--- src/rtl/core/rfbs_pkg.sv ---
`timescale 1ns / 1ps
`default_nettype none
package rfbs_pkg;

    localparam int unsigned ByteW    = 8;
    localparam int unsigned CountW   = 3;
    localparam int unsigned ColorW   = 24;
    localparam int unsigned NumColor = 4;
    localparam int unsigned FrameW   = ColorW * NumColor;
    localparam int unsigned InDataW  = ((CountW + FrameW + 7) / 8) * 8;
    localparam int unsigned CfgIdxW  = 3;
    localparam int unsigned SelW     = 2;
    localparam int unsigned RemainW  = 4;

    localparam logic [CfgIdxW-1:0] REG_START_ONE   = 3'd0;
    localparam logic [CfgIdxW-1:0] REG_START_TWO   = 3'd1;
    localparam logic [CfgIdxW-1:0] REG_START_THREE = 3'd2;
    localparam logic [CfgIdxW-1:0] REG_START_FOUR  = 3'd3;
    localparam logic [CfgIdxW-1:0] REG_END_FLAG    = 3'd4;
    localparam logic [CfgIdxW-1:0] REG_ESCAPE      = 3'd5;

    localparam logic [ByteW-1:0] RST_START_ONE   = 8'd241;
    localparam logic [ByteW-1:0] RST_START_TWO   = 8'd242;
    localparam logic [ByteW-1:0] RST_START_THREE = 8'd243;
    localparam logic [ByteW-1:0] RST_START_FOUR  = 8'd244;
    localparam logic [ByteW-1:0] RST_END_FLAG    = 8'd51;
    localparam logic [ByteW-1:0] RST_ESCAPE      = 8'd153;

    typedef enum logic [3:0] {
        ST_IDLE  = 4'b0001,
        ST_START = 4'b0010,
        ST_DATA  = 4'b0100,
        ST_END   = 4'b1000
    } t_state;

    typedef struct packed {
        logic load;
        logic emit_start;
        logic emit_escape;
        logic emit_data;
        logic emit_end;
    } t_cmd;

    typedef struct packed {
        logic out_free;
        logic is_special;
        logic data_last;
    } t_stat;

endpackage
`default_nettype wire

--- src/rtl/core/rfbs_ctrl.sv ---
`timescale 1ns / 1ps
`default_nettype none
module rfbs_ctrl (
    input  wire logic          i_clk,
    input  wire logic          i_rst_n,
    input  wire logic          i_in_valid,
    output logic               o_in_ready,
    input  wire rfbs_pkg::t_stat i_stat,
    output rfbs_pkg::t_cmd     o_cmd
);

    rfbs_pkg::t_state r_state;
    rfbs_pkg::t_state n_state;
    logic             r_esc_sent;
    logic             n_esc_sent;

    always_ff @(posedge i_clk) begin
        if (!i_rst_n) begin
            r_state    <= rfbs_pkg::ST_IDLE;
            r_esc_sent <= 1'b0;
        end else begin
            r_state    <= n_state;
            r_esc_sent <= n_esc_sent;
        end
    end

    always_comb begin
        n_state    = r_state;
        n_esc_sent = r_esc_sent;
        o_cmd      = '0;
        o_in_ready = 1'b0;
        case (r_state)
            rfbs_pkg::ST_IDLE: begin
                o_in_ready = 1'b1;
                if (i_in_valid) begin
                    o_cmd.load = 1'b1;
                    n_state    = rfbs_pkg::ST_START;
                end
            end
            rfbs_pkg::ST_START: begin
                if (i_stat.out_free) begin
                    o_cmd.emit_start = 1'b1;
                    n_esc_sent       = 1'b0;
                    n_state          = rfbs_pkg::ST_DATA;
                end
            end
            rfbs_pkg::ST_DATA: begin
                if (i_stat.out_free) begin
                    if (i_stat.is_special && !r_esc_sent) begin
                        o_cmd.emit_escape = 1'b1;
                        n_esc_sent        = 1'b1;
                    end else begin
                        o_cmd.emit_data = 1'b1;
                        n_esc_sent      = 1'b0;
                        if (i_stat.data_last) begin
                            n_state = rfbs_pkg::ST_END;
                        end
                    end
                end
            end
            rfbs_pkg::ST_END: begin
                if (i_stat.out_free) begin
                    o_cmd.emit_end = 1'b1;
                    n_state        = rfbs_pkg::ST_IDLE;
                end
            end
            default: begin
                n_state = rfbs_pkg::ST_IDLE;
            end
        endcase
    end

endmodule
`default_nettype wire

--- src/rtl/core/rfbs_dp.sv ---
`timescale 1ns / 1ps
`default_nettype none
module rfbs_dp (
    input  wire logic                               i_clk,
    input  wire logic                               i_rst_n,
    input  wire logic [rfbs_pkg::InDataW-1:0]       i_in_data,
    input  wire logic                               i_cfg_wr,
    input  wire logic [rfbs_pkg::CfgIdxW-1:0]       i_cfg_index,
    input  wire logic [rfbs_pkg::ByteW-1:0]         i_cfg_data,
    input  wire rfbs_pkg::t_cmd                     i_cmd,
    output rfbs_pkg::t_stat                         o_stat,
    input  wire logic                               i_out_ready,
    output logic                                    o_out_valid,
    output logic [rfbs_pkg::ByteW-1:0]              o_out_data,
    output logic                                    o_out_last
);

    logic [rfbs_pkg::ByteW-1:0]   r_start_flag [rfbs_pkg::NumColor];
    logic [rfbs_pkg::ByteW-1:0]   r_end_flag;
    logic [rfbs_pkg::ByteW-1:0]   r_escape;

    logic [rfbs_pkg::FrameW-1:0]  r_colors;
    logic [rfbs_pkg::SelW-1:0]    r_sel;
    logic [rfbs_pkg::RemainW-1:0] r_remain;
    logic [rfbs_pkg::SelW-1:0]    n_sel;
    logic [rfbs_pkg::RemainW-1:0] n_remain;
    logic [rfbs_pkg::CountW-1:0]  w_count;

    logic                         r_out_valid;
    logic [rfbs_pkg::ByteW-1:0]   r_out_data;
    logic                         r_out_last;
    logic [rfbs_pkg::ByteW-1:0]   n_out_data;
    logic                         w_emit;
    logic [rfbs_pkg::ByteW-1:0]   w_cur;

    always_ff @(posedge i_clk) begin
        if (!i_rst_n) begin
            r_start_flag[0] <= rfbs_pkg::RST_START_ONE;
            r_start_flag[1] <= rfbs_pkg::RST_START_TWO;
            r_start_flag[2] <= rfbs_pkg::RST_START_THREE;
            r_start_flag[3] <= rfbs_pkg::RST_START_FOUR;
            r_end_flag      <= rfbs_pkg::RST_END_FLAG;
            r_escape        <= rfbs_pkg::RST_ESCAPE;
        end else if (i_cfg_wr) begin
            case (i_cfg_index)
                rfbs_pkg::REG_START_ONE:   r_start_flag[0] <= i_cfg_data;
                rfbs_pkg::REG_START_TWO:   r_start_flag[1] <= i_cfg_data;
                rfbs_pkg::REG_START_THREE: r_start_flag[2] <= i_cfg_data;
                rfbs_pkg::REG_START_FOUR:  r_start_flag[3] <= i_cfg_data;
                rfbs_pkg::REG_END_FLAG:    r_end_flag      <= i_cfg_data;
                rfbs_pkg::REG_ESCAPE:      r_escape        <= i_cfg_data;
                default: begin
                end
            endcase
        end
    end

    assign w_count = i_in_data[rfbs_pkg::CountW-1:0];

    // saturate count to one..four
    always_comb begin
        case (w_count)
            3'd0, 3'd1: n_sel = 2'd0;
            3'd2:       n_sel = 2'd1;
            3'd3:       n_sel = 2'd2;
            default:    n_sel = 2'd3;
        endcase
        case (n_sel)
            2'd0:    n_remain = 4'd2;
            2'd1:    n_remain = 4'd5;
            2'd2:    n_remain = 4'd8;
            default: n_remain = 4'd11;
        endcase
    end

    always_ff @(posedge i_clk) begin
        if (i_cmd.load) begin
            r_colors <= i_in_data[rfbs_pkg::CountW +: rfbs_pkg::FrameW];
            r_sel    <= n_sel;
            r_remain <= n_remain;
        end else if (i_cmd.emit_data) begin
            r_colors <= {{rfbs_pkg::ByteW{1'b0}},
                         r_colors[rfbs_pkg::FrameW-1:rfbs_pkg::ByteW]};
            r_remain <= r_remain - 4'd1;
        end
    end

    assign w_cur = r_colors[rfbs_pkg::ByteW-1:0];

    assign o_stat.out_free   = !r_out_valid || i_out_ready;
    assign o_stat.data_last  = (r_remain == '0);
    assign o_stat.is_special = (w_cur == r_start_flag[0]) || (w_cur == r_start_flag[1])
                            || (w_cur == r_start_flag[2]) || (w_cur == r_start_flag[3])
                            || (w_cur == r_end_flag)      || (w_cur == r_escape);

    assign w_emit = i_cmd.emit_start || i_cmd.emit_escape || i_cmd.emit_data
                 || i_cmd.emit_end;

    always_comb begin
        n_out_data = w_cur;
        if (i_cmd.emit_start) begin
            n_out_data = r_start_flag[r_sel];
        end else if (i_cmd.emit_escape) begin
            n_out_data = r_escape;
        end else if (i_cmd.emit_end) begin
            n_out_data = r_end_flag;
        end
    end

    always_ff @(posedge i_clk) begin
        if (!i_rst_n) begin
            r_out_valid <= 1'b0;
        end else if (w_emit) begin
            r_out_valid <= 1'b1;
        end else if (i_out_ready) begin
            r_out_valid <= 1'b0;
        end
    end

    always_ff @(posedge i_clk) begin
        if (w_emit) begin
            r_out_data <= n_out_data;
            r_out_last <= i_cmd.emit_end;
        end
    end

    assign o_out_valid = r_out_valid;
    assign o_out_data  = r_out_data;
    assign o_out_last  = r_out_last;

endmodule
`default_nettype wire

--- src/rtl/core/rgb_frame_byte_stuffer.sv ---
// Byte-stuffing framer for frames of one to four 24-bit colors.
// Slave stream: one word per frame request; tdata bits 2:0 channel count,
// then color zero to color three, 24 bits each, red in the low byte.
// Master stream: one framed byte per word in tdata; tlast marks the end flag.
// Config channel: write register index and byte; indexes above five are
// ignored. Write only while no frame is in flight.
// Each frame emits start flag, the color bytes with an escape byte before any
// byte equal to one of the six codes, then the end flag: 5 to 26 bytes.
// After a request is accepted, the START state loads the start flag into the
// output register. Throughput: one output byte per cycle while the master
// side is ready, set by the single output register; a new request is taken
// only in the idle state, after the end flag is registered. The end flag may
// still wait in the output register while the next request is accepted.
// Reset restores the default codes and empties the output register.
// A master stall holds the current byte and stops the sequencer outside idle.
`timescale 1ns / 1ps
`default_nettype none
module rgb_frame_byte_stuffer (
    input  wire logic                              i_clk,
    input  wire logic                              i_rst_n,
    input  wire logic                              s_axis_tvalid,
    output logic                                   s_axis_tready,
    // channel_count, color_zero, color_one, color_two, color_three, zero pad
    input  wire logic [rfbs_pkg::InDataW-1:0]      s_axis_tdata,
    output logic                                   m_axis_tvalid,
    input  wire logic                              m_axis_tready,
    // byte_out
    output logic [rfbs_pkg::ByteW-1:0]             m_axis_tdata,
    output logic                                   m_axis_tlast,
    input  wire logic                              i_cfg_valid,
    output logic                                   o_cfg_ready,
    input  wire logic [rfbs_pkg::CfgIdxW-1:0]      i_cfg_index,
    input  wire logic [rfbs_pkg::ByteW-1:0]        i_cfg_data
);

    rfbs_pkg::t_cmd  w_cmd;
    rfbs_pkg::t_stat w_stat;
    logic            w_in_ready;

    assign o_cfg_ready   = 1'b1;
    assign s_axis_tready = w_in_ready;

    rfbs_ctrl u_ctrl (
        .i_clk      (i_clk),
        .i_rst_n    (i_rst_n),
        .i_in_valid (s_axis_tvalid),
        .o_in_ready (w_in_ready),
        .i_stat     (w_stat),
        .o_cmd      (w_cmd)
    );

    rfbs_dp u_dp (
        .i_clk       (i_clk),
        .i_rst_n     (i_rst_n),
        .i_in_data   (s_axis_tdata),
        .i_cfg_wr    (i_cfg_valid),
        .i_cfg_index (i_cfg_index),
        .i_cfg_data  (i_cfg_data),
        .i_cmd       (w_cmd),
        .o_stat      (w_stat),
        .i_out_ready (m_axis_tready),
        .o_out_valid (m_axis_tvalid),
        .o_out_data  (m_axis_tdata),
        .o_out_last  (m_axis_tlast)
    );

endmodule
`default_nettype wire
--- config.mk ---
export PLATFORM = sky130hd
export DESIGN_NAME = rgb_frame_byte_stuffer
export DESIGN_NICKNAME = d
export VERILOG_FILES = /design/src/rtl/core/rfbs_pkg.sv /design/src/rtl/core/rfbs_ctrl.sv /design/src/rtl/core/rfbs_dp.sv /design/src/rtl/core/rgb_frame_byte_stuffer.sv
export SDC_FILE = /design/constraint.sdc
export NUM_CORES = 1
export LEC_CHECK = 0
export ABC_AREA = 1
export BUFFER_PORTS_ARGS = -buffer_cell sky130_fd_sc_hd__buf_2
export CORE_AREA = 2 2 140 114
export DETAILED_ROUTE_END_ITERATION = 8
export DIE_AREA = 0 0 142 116
export PLACE_DENSITY = 0.77
export SYNTH_ARGS = -nofsm -noshare
export SYNTH_HDL_FRONTEND = slang
export SYNTH_SLANG_ARGS = --single-unit
export TNS_END_PERCENT = 10
--- constraint.sdc ---
create_clock -name i_clk -period 9.44 [get_ports i_clk]
set_input_delay 2.832 -clock i_clk [delete_from_list [all_inputs] [get_ports i_clk]]
set_output_delay 2.832 -clock i_clk [all_outputs]
set_load 0.005 [all_outputs]
Word-level counts from Yosys, hierarchy flattened
Memory sizes are Yosys's and may differ from the RTL's. A register that Yosys moved wholly into a read port is not among the register bits.
Cells that the tools add are included.

storage, ports and cells
  word-level logic and storage cells = 119
  register bits = 133
  memories kept = 1
  bits in latches = 0
  memory bits (writable) = 32
  memory bits (read-only) = 0
  input port bits = 120
  output and inout bits = 12

memory list
  name               depth  width  rd ports  clocked after memory_dff  write ports  line           source
  u_dp.r_start_flag  4      8      5         1                         4            rfbs_dp.sv:18  logic [rfbs_pkg::ByteW-1:0] r_start_flag [rfbs_pkg::NumColor];

operators by class
  add/sub/neg operators = 1
  multiply operators = 0
  order comparisons = 0
  eq/ne operators = 26
  shift operators = 0
  reductions and logical operators = 24
  div/mod/pow operators = 0
  bitwise logic cells = 4
  muxes and demuxes = 53

operators with widths
  kind                                                             number
  96-bit two-way mux                                               2
  8-bit two-way mux                                                7
  8-bit == test                                                    6
  4-bit two-way mux                                                8
  1-bit two-way mux                                                29
  4-bit case mux with 4 select lines                               1
  3-bit by 2-bit == test with 1-bit output, second input constant  4
  4-bit case mux with 3 select lines                               1
  1-bit logical OR                                                 9
  2-bit by 1-bit != test with 1-bit output, second input constant  4
  3-bit by 1-bit == test with 1-bit output, second input constant  2
  3-bit == test, second input constant                             2
  3-bit zero test                                                  2
  2-bit two-way mux                                                3
  2-bit case mux with 3 select lines                               1
  6-bit AND reduction                                              1
  2-bit nonzero test                                               3
  4-bit by 1-bit == test with 1-bit output, second input constant  1
  4-bit by 2-bit == test with 1-bit output, second input constant  1
  4-bit by 3-bit == test with 1-bit output, second input constant  1
  4-bit == test, second input constant                             1
  4-bit zero test                                                  1
  2-bit != test, second input constant                             2
  1-bit OR                                                         4
  10 further kinds                                                 12

Depth between registers and ports, before layout
Gate-level depths: netlist (run 1).
An unclocked memory read counts as a cell.

  depth after elaboration = 15
  mapped depth = 15
  depth with buffers taken out = 14

By module
Synthesis (run 1) repeated with hierarchy kept, for this count alone.

unflattened totals
  cells, all modules = 900
  area, all modules = 8087.8 um^2

by module, submodules not included
  module                  area an instance (um^2)  cells an instance  times used  sequential area each (um^2)
  rfbs_dp                 7732.4                   843                1           4674.5
  rfbs_ctrl               344.1                    55                 1           100.1
  rgb_frame_byte_stuffer  11.3                     2                  1           0.0

Least setup slack after synthesis (run 1)
Ideal clock, no wire load.

  kind = input-to-reg
  from = input port m_axis_tready
  to = register u_dp.r_colors[0] (netlist name) (enable)
  stages on the path = 4
  buffers on the path = 0
  arrival = 5.420 ns
  path slack = 3.558 ns
  setup time = 0.462 ns
  required time = 8.978 ns
  cells stage by stage = nor2_2 nor2_2 nand2_1 nand2_1

between the ends
  longest elaborated chain between the ends = 4

RTL lines
  element                              line                          source
  start: declaration                   rgb_frame_byte_stuffer.sv:26  input wire logic m_axis_tready,
  1-bit logical OR                     rfbs_dp.sv:90                 assign o_stat.out_free = !r_out_valid || i_out_ready;
  2-bit two-way mux                    rfbs_ctrl.sv:48               if (i_stat.out_free) begin
  2-bit two-way mux                    rfbs_ctrl.sv:32               case (r_state)
  2-bit nonzero test (no source line)  n/a
  end signal: assignment               rfbs_dp.sv:78                 r_colors <= i_in_data[rfbs_pkg::CountW +: rfbs_pkg::FrameW];
  end signal: assignment               rfbs_dp.sv:82                 r_colors <= {{rfbs_pkg::ByteW{1'b0}},
  end: declaration                     rfbs_dp.sv:22                 logic [rfbs_pkg::FrameW-1:0] r_colors;

No other way between the ends.
A chain may end at the register's enable or synchronous reset.

Final worst setup path (run 1)
  from = input port m_axis_tready
  to = register u_dp.r_colors[95] (netlist name) (enable)

Same word-level chain as after synthesis.

==> impl_metrics.py, run 1 <==
metrics = {
    "placement": {
        "place.gp.congestion": 0.974,
        "numPortBuffers": 125,
        "placement.setup.worst_slack_ps": 4340,
        "detailed_place.area_um2": 8810,
        "dpl.hpwl_mm": 12.7,
    },
    "power_and_ir_drop": {
        "share_clk_of_total_power_pct": 28.4,
        "power_frac_comb_pct": 23.4,
        "power.density_cell_area_nw_per_um2": 253,
        "power_total_mw": 2.37,
        "p_sw_share_pct": 32.4,
        "net-switching-power_mw": 0.767,
        "p_leak_nw": 4.27,
        "vdd.ir_drop.worst_mv": 0.136,
        "reg_power_share_pct": 48.2,
        "p_int_mw": 1.60,
    },
    "timing": {
        "max-slew-margin-rel_pct": 32.8,
        "finalSetupViolations": 0,
        "maxSlewViolCount": 0,
        "timing.final.hold_violations": 0,
        "worst_pin_slew_ps": 1000,
        "rsz0062_at_grt": "false",
        "final.min_clock_period_ps": 4660,
        "fin_crit_sh_pct": 49.4,
        "finalWorstSetupSlack_ps": 4780,
        "finalSetupTns_ps": 0,
        "fin_skew_ps": 10.2,
        "maxClockFrequency_mhz": 214,
    },
    "floorplanning": {
        "chipHeight_um": 116,
        "die-width_um": 142,
        "dieArea_um2": 16500,
        "core.rowCount": 40,
        "io_pins": 132,
        "start_util_pct": 54.5,
        "floorplan.core_area_um2": 15000,
    },
    "synthesis": {
        "synth_cells": 920,
        "ys_warns": 0,
        "netlist_area_um2": 8150,
        "synth.most_common_cell": "sky130_fd_sc_hd__nand2_1",
        "synth_nets": 1041,
        "synth.area.top_cells": "sky130_fd_sc_hd__edfxtp_1 (53%), sky130_fd_sc_hd__nand2_1 (19%), sky130_fd_sc_hd__dfxtp_1 (5.9%)",
        "synth-edff-count": 143,
        "postSynthRegisterBits": 167,
        "synth_area_per_cell_um2": 8.86,
        "ys.flop_type": "sky130_fd_sc_hd__edfxtp_1",
        "synth_top_area_share_pct": 52.7,
        "synth_top_cells_by_count": "sky130_fd_sc_hd__nand2_1 (419), sky130_fd_sc_hd__edfxtp_1 (143), sky130_fd_sc_hd__inv_1 (76)",
        "synth_top_cell_by_area": "sky130_fd_sc_hd__edfxtp_1",
        "async_set_or_reset_flop_fraction_in_the_synthesized_netlist_pct": 0,
        "yosys.cell_types.count": 33,
        "synth-seq-area-share_pct": 58.6,
    },
    "clock_network": {
        "worst_skew_pair.late_latency_ps": 430,
        "tritoncts": "done",
        "clock_path_buffers": 2,
        "post-cts-setup-buffers": 0,
        "cts_root_buffer": "sky130_fd_sc_hd__clkbuf_16",
        "cts_sinks": 167,
        "cts_hold_buf": 0,
        "numCtsBuffers": 17,
        "cts_resized": 0,
        "clkSlewWorstSetupHoldPaths_ps": 70,
        "cts_htree_levels": 4,
    },
    "global_routing": {
        "globalRoute.totalOverflow": 0,
        "antenna_found_initial": 0,
        "via_count_of_the_first_global_routing_pass": 5737,
        "gr_util_all_layers_pct": 23.1,
        "grt_pass1_wl_mm": 28.7,
        "grt_start_max_net_pins": 80,
    },
    "run_status": {
        "run_status": "finished, final reports clean",
    },
    "worst_hold_path": {
        "worst_hold_path.num_cells": 2,
        "worstHoldPathType": "flop to flop",
    },
    "routing": {
        "first_iter_violations": 611,
        "detail-route-antenna-nets": 0,
        "number_of_design_rule_violations_left_after_detail_routing": 0,
        "post_drt_wl_per_cell_um": 14.7,
        "via_per_inst": 5.04,
        "vias": 6214,
        "first_pass_iters": 8,
        "routed_wirelength_mm": 18.2,
    },
    "cells_and_area": {
        "layout.cell_area.non_filler_um2": 9380,
        "insertedDiodeCount": 0,
        "post_route_cells_drive_above_1_share_pct": 17.7,
        "area_growth_syn_to_layout_pct": 15.0,
        "numnets_final": 1151,
    },
    "worst_setup_path": {
        "crit_arrival_ps": 4710,
        "required_ps": 9490,
        "critPathKind": "primary input to flop",
        "crit_path_end_kind": "flop",
        "ff2ff_path_depth": 11,
        "setup.worst_path.start_class": "primary input",
        "critical_path.max_fanout": 79,
    },
    "job": {
        "maxCapViolCount": 0,
    },
}
==> metrics by stage <==
stage / util, % / hold slack (ps) / std cells
floorplan: - / 419 / 920
global placement: 58.8 / 426 / 1200
finish: 62.7 / 454 / 1232
detailed placement: 58.8 / 438 / 1200
CTS: 62.7 / 456 / 1232
global route: 62.7 / 474 / 1232
==> state kept, by name, summed over array words and instances (netlist names), 2 cells and up, named ones only <==
signal and count:
u_ctrl.r_state 4, u_dp.o_out_data 8, u_dp.r_colors 96, u_dp.r_end_flag 8, u_dp.r_escape 8, u_dp.r_remain 4
u_dp.r_sel 2, u_dp.r_start_flag 32
==> power groups by stage <==
stage / clock (mW) / sequential [mW] / combinational [mW]
floorplan: 0 / 1.11 / 0.465
global placement: 0 / 1.15 / 0.536
detailed placement: 0 / 1.15 / 0.554
CTS: 0.682 / 1.14 / 0.558
global route: 0.717 / 1.16 / 0.640
finish: 0.674 / 1.14 / 0.553
==> placed cells by master (no fill, tap or decap) <==
master	netlist	final
sky130_fd_sc_hd__clkinv_4	0	4
sky130_fd_sc_hd__inv_2	5	6
sky130_fd_sc_hd__nand3_2	1	1
sky130_fd_sc_hd__xor2_1	16	16
sky130_fd_sc_hd__inv_6	0	2
sky130_fd_sc_hd__nand4_1	9	9
sky130_fd_sc_hd__inv_4	3	3
sky130_fd_sc_hd__o22ai_1	1	1
sky130_fd_sc_hd__dfxtp_1	24	24
sky130_fd_sc_hd__clkbuf_16	0	17
sky130_fd_sc_hd__a21oi_1	19	19
sky130_fd_sc_hd__inv_8	0	3
sky130_fd_sc_hd__edfxtp_1	143	143
sky130_fd_sc_hd__nand2_1	419	417
sky130_fd_sc_hd__bufinv_16	0	1
sky130_fd_sc_hd__nor3_1	4	4
sky130_fd_sc_hd__clkinvlp_4	0	3
sky130_fd_sc_hd__o221ai_1	2	2
sky130_fd_sc_hd__nand2_4	3	5
sky130_fd_sc_hd__conb_1	1	1
sky130_fd_sc_hd__nor4_2	1	1
sky130_fd_sc_hd__nor2_2	6	6
sky130_fd_sc_hd__o211ai_1	10	10
sky130_fd_sc_hd__xnor2_1	20	20
sky130_fd_sc_hd__clkinv_1	2	4
sky130_fd_sc_hd__buf_4	7	4
sky130_fd_sc_hd__inv_1	76	75
sky130_fd_sc_hd__nor3_2	1	1
sky130_fd_sc_hd__nand3_1	17	17
sky130_fd_sc_hd__o21ai_0	33	33
sky130_fd_sc_hd__ha_1	1	1
sky130_fd_sc_hd__nand2_2	1	1
sky130_fd_sc_hd__clkinv_2	1	1
sky130_fd_sc_hd__nand3_4	1	1
sky130_fd_sc_hd__buf_2	14	125
sky130_fd_sc_hd__o21ai_1	3	3
sky130_fd_sc_hd__nor2_1	59	59
==> routing by layer <==
| layer | routed length (um) | part of all wire [%] | GRT usage [%] |
|---|---|---|---|
| met3 | 1800 | 9.9 | 8.39 |
| met4 | 206 | 1.1 | 6.33 |
| met1 | 8150 | 45 | 32.3 |
| met5 | 0 | 0 | 0 |
| met2 | 8010 | 44 | 34.5 |
==> area by class of cell <==
cell class | count | area, um^2
clock inverter | 15 | 146
clock buffer | 17 | 425
inverter | 87 | 335
sequential | 167 | 4770
tap | 189 | 236
timing repair buffer | 129 | 656
fill | 1256 | 5590
multi-input combinational | 628 | 2800
==> worst max-delay path, stage by stage <==
cell and delay, ps:
sky130_fd_sc_hd__buf_2 90, sky130_fd_sc_hd__nor2_2 60, sky130_fd_sc_hd__nor2_2 400, sky130_fd_sc_hd__nand2_1 180, sky130_fd_sc_hd__nand2_4 270, sky130_fd_sc_hd__buf_4 820
==> logic make-up (layout without fill, tap and decap cells) <==
logic type	Yosys count	in the layout	synth area share (%)
AO/OA/AOI/OAI	68	68	4.59
other	1	1	0.0460
XOR/XNOR	36	36	3.87
buffers and inverters	125	248	7.23
flip-flops	167	167	58.6
adder cells (fa/ha/maj)	1	1	0.153
AND/OR/NAND/NOR	522	522	25.6
==> worst paths after layout <==
path | startpoint | end | slack, ps
setup / recovery | m_axis_tready | u_dp.r_colors[95] | 4780
hold / removal | u_dp.r_sel[0] | flop | 450
setup reg to reg | u_dp.r_colors[6] | u_dp.r_colors[95] | 6280
hold reg to reg | u_dp.r_sel[0] | flop | 450
(Power assumes the default switching activity.)
==> inputs of run 2 (changes only) <==
==> constraint.sdc (replaced) <==
create_clock -name i_clk -period 4.44 [get_ports i_clk]
set_input_delay 1.332 -clock i_clk [delete_from_list [all_inputs] [get_ports i_clk]]
set_output_delay 1.332 -clock i_clk [all_outputs]
set_load 0.005 [all_outputs]
==> impl_metrics.py, run 2 (synthesis results as in run 1) <==
metrics = {
    "global_routing": {
        "via_count_of_the_first_global_routing_pass": 5706,
        "grt_start_max_net_pins": 71,
        "gr_util_all_layers_pct": 22.2,
        "globalRoute.totalOverflow": 0,
        "antenna_found_initial": 0,
        "grt_pass1_wl_mm": 27.7,
    },
    "timing": {
        "final.min_clock_period_ps": 2870,
        "timing.final.hold_violations": 0,
        "finalSetupViolations": 0,
        "fin_crit_sh_pct": 64.6,
        "worst_pin_slew_ps": 1010,
        "maxClockFrequency_mhz": 349,
        "rsz0062_at_grt": "false",
        "max-slew-margin-rel_pct": 32.3,
        "maxSlewViolCount": 0,
        "finalSetupTns_ps": 0,
        "fin_skew_ps": 19.4,
    },
    "routing": {
        "routed-wl-met3_mm": 1.50,
        "routed_wirelength_mm": 17.9,
        "wl_met1_mm": 8.10,
        "via_per_inst": 5.03,
        "first_pass_iters": 5,
        "vias": 6200,
        "met2_wirelength_mm": 8.14,
        "top_layer_used": "met4",
        "detail-route-antenna-nets": 0,
        "post_drt_wl_per_cell_um": 14.5,
        "number_of_design_rule_violations_left_after_detail_routing": 0,
        "first_iter_violations": 484,
    },
    "worst_setup_path": {
        "crit_arrival_ps": 2970,
        "ff2ff_path_depth": 11,
        "crit_path_frequent_cell": "sky130_fd_sc_hd__nor2_2",
        "worst-r2r-setup-slack_ps": 1710,
        "critPathKind": "primary input to flop",
        "crit_path_end": "u_dp.r_colors[52]",
        "worst_path_max_delay_cell": "sky130_fd_sc_hd__nor2_2",
        "crit_path_end_kind": "flop",
        "setup.worst_path.start_class": "primary input",
        "required_ps": 4550,
        "critical_path.max_fanout": 25,
        "capture_instance_of_the_worst_register_to_register_path": "u_dp.r_colors[52]",
        "rr_startpoint": "u_dp.r_colors[6]",
        "critPathMaxStageDelay_ps": 460,
        "worstSetupStartpoint": "m_axis_tready",
        "critical_path.cell_chain": "buf_2 -> nor2_2 -> nor2_2 -> nand2_1 -> nand2_4 -> buf_4",
    },
    "cells_and_area": {
        "insertedDiodeCount": 0,
        "layout_top_registers": "u_dp.r_colors (96), u_dp.r_start_flag (32)",
        "largest_reg_flops": 96,
        "area_growth_syn_to_layout_pct": 14.7,
        "finish.cell_count_without_fillers": 1233,
        "post_route_cells_drive_above_1_share_pct": 17.5,
        "layout_commonest_cell": "sky130_fd_sc_hd__nand2_1",
        "largest-register": "u_dp.r_colors",
        "mostFrequentLayoutCells": "sky130_fd_sc_hd__nand2_1 (417), sky130_fd_sc_hd__edfxtp_1 (143), sky130_fd_sc_hd__buf_2 (125)",
        "numnets_final": 1152,
    },
    "job": {
        "maxCapViolCount": 0,
    },
    "clock_network": {
        "numCtsBuffers": 17,
        "tritoncts": "done",
        "cts_resized": 0,
        "clkSlewWorstSetupHoldPaths_ps": 60,
        "post-cts-setup-buffers": 0,
        "cts_root_buffer": "sky130_fd_sc_hd__clkbuf_16",
        "cts_hold_buf": 0,
        "clock_path_buffers": 2,
        "cts_sinks": 167,
        "worst_skew_pair.late_latency_ps": 430,
        "cts_htree_levels": 4,
    },
    "worst_hold_path": {
        "worstHoldPathType": "flop to flop",
        "worst_hold_path.num_cells": 2,
    },
    "placement": {
        "place.gp.congestion": 0.923,
        "numPortBuffers": 125,
        "dpl.cell_count": 1201,
        "dpl.hpwl_mm": 12.6,
    },
    "power_and_ir_drop": {
        "power.density_cell_area_nw_per_um2": 527,
        "p_leak_nw": 4.27,
        "vdd.ir_drop.worst_mv": 0.325,
    },
    "floorplanning": {
        "io_pins": 132,
        "dieArea_um2": 16500,
        "chipHeight_um": 116,
        "floorplan.core_area_um2": 15000,
        "die-width_um": 142,
        "core.rowCount": 40,
        "start_util_pct": 54.5,
    },
    "run_status": {
        "run_status": "finished, final reports clean",
    },
}
run 2: changes by cell type in the layout (fill, tap and decap cells not counted):
cell                         previous run  this run
sky130_fd_sc_hd__clkinv_2               1         5
sky130_fd_sc_hd__clkinv_1               4         6
sky130_fd_sc_hd__clkinv_4               4         2
sky130_fd_sc_hd__buf_12                 0         2
sky130_fd_sc_hd__buf_4                  4         3
sky130_fd_sc_hd__clkbuf_1               0         1
sky130_fd_sc_hd__inv_8                  3         0
sky130_fd_sc_hd__clkinvlp_4             3         2
sky130_fd_sc_hd__bufinv_16              1         0
run 2: worst min path at each step:
stage / from / endpoint
floorplan: u_dp.r_sel[0] / flop
global placement: u_dp.r_sel[0] / flop
CTS: u_dp.r_sel[0] / flop
finish: u_dp.r_sel[0] / flop
global route: u_dp.r_sel[0] / flop
detailed placement: u_dp.r_sel[0] / flop
run 2: layer usage:
metal  GRT usage (%)  up-vias
met2            34.6      209
met5               0        -
met3            7.36       14
met4            6.87        0
met1            29.7     2819
li1                -     3158
run 2: cell type report:
cell class | instances | area (um^2)
flip-flops and latches | 167 | 4770
clock inverters | 14 | 85.1
multi-input cells | 628 | 2800
inverters | 87 | 335
well taps | 189 | 236
clock buffers | 18 | 429
repair buffers | 130 | 688
fillers | 1252 | 5610
run 2: stage by stage:
step	power (mW)	hold WS, ps	cell area (um^2)	setup WS, ps	util (%)
2_1_floorplan	3.35	419	8150	58.4	-
3_3_place_gp	3.59	426	8840	1230	59.1
3_5_place_dp	3.64	440	8840	1180	59.1
4_1_cts	4.95	454	9350	1630	62.5
5_1_grt	5.21	502	9350	1510	62.5
6_report	4.92	451	9350	1570	62.5
run 2: worst max-delay path, delay by kind of cell:
kind | cells | cell delay, ps
buffers and inverters | 2 | 470
and+or+nand+nor | 4 | 1160
run 2: power breakdown:
group,leakage [nW],internal (mW),switching [mW]
sequential,1.57,2.22,0.197
clock,0.250,0.706,0.596
combinational,2.45,0.413,0.792
total,4.27,3.34,1.58
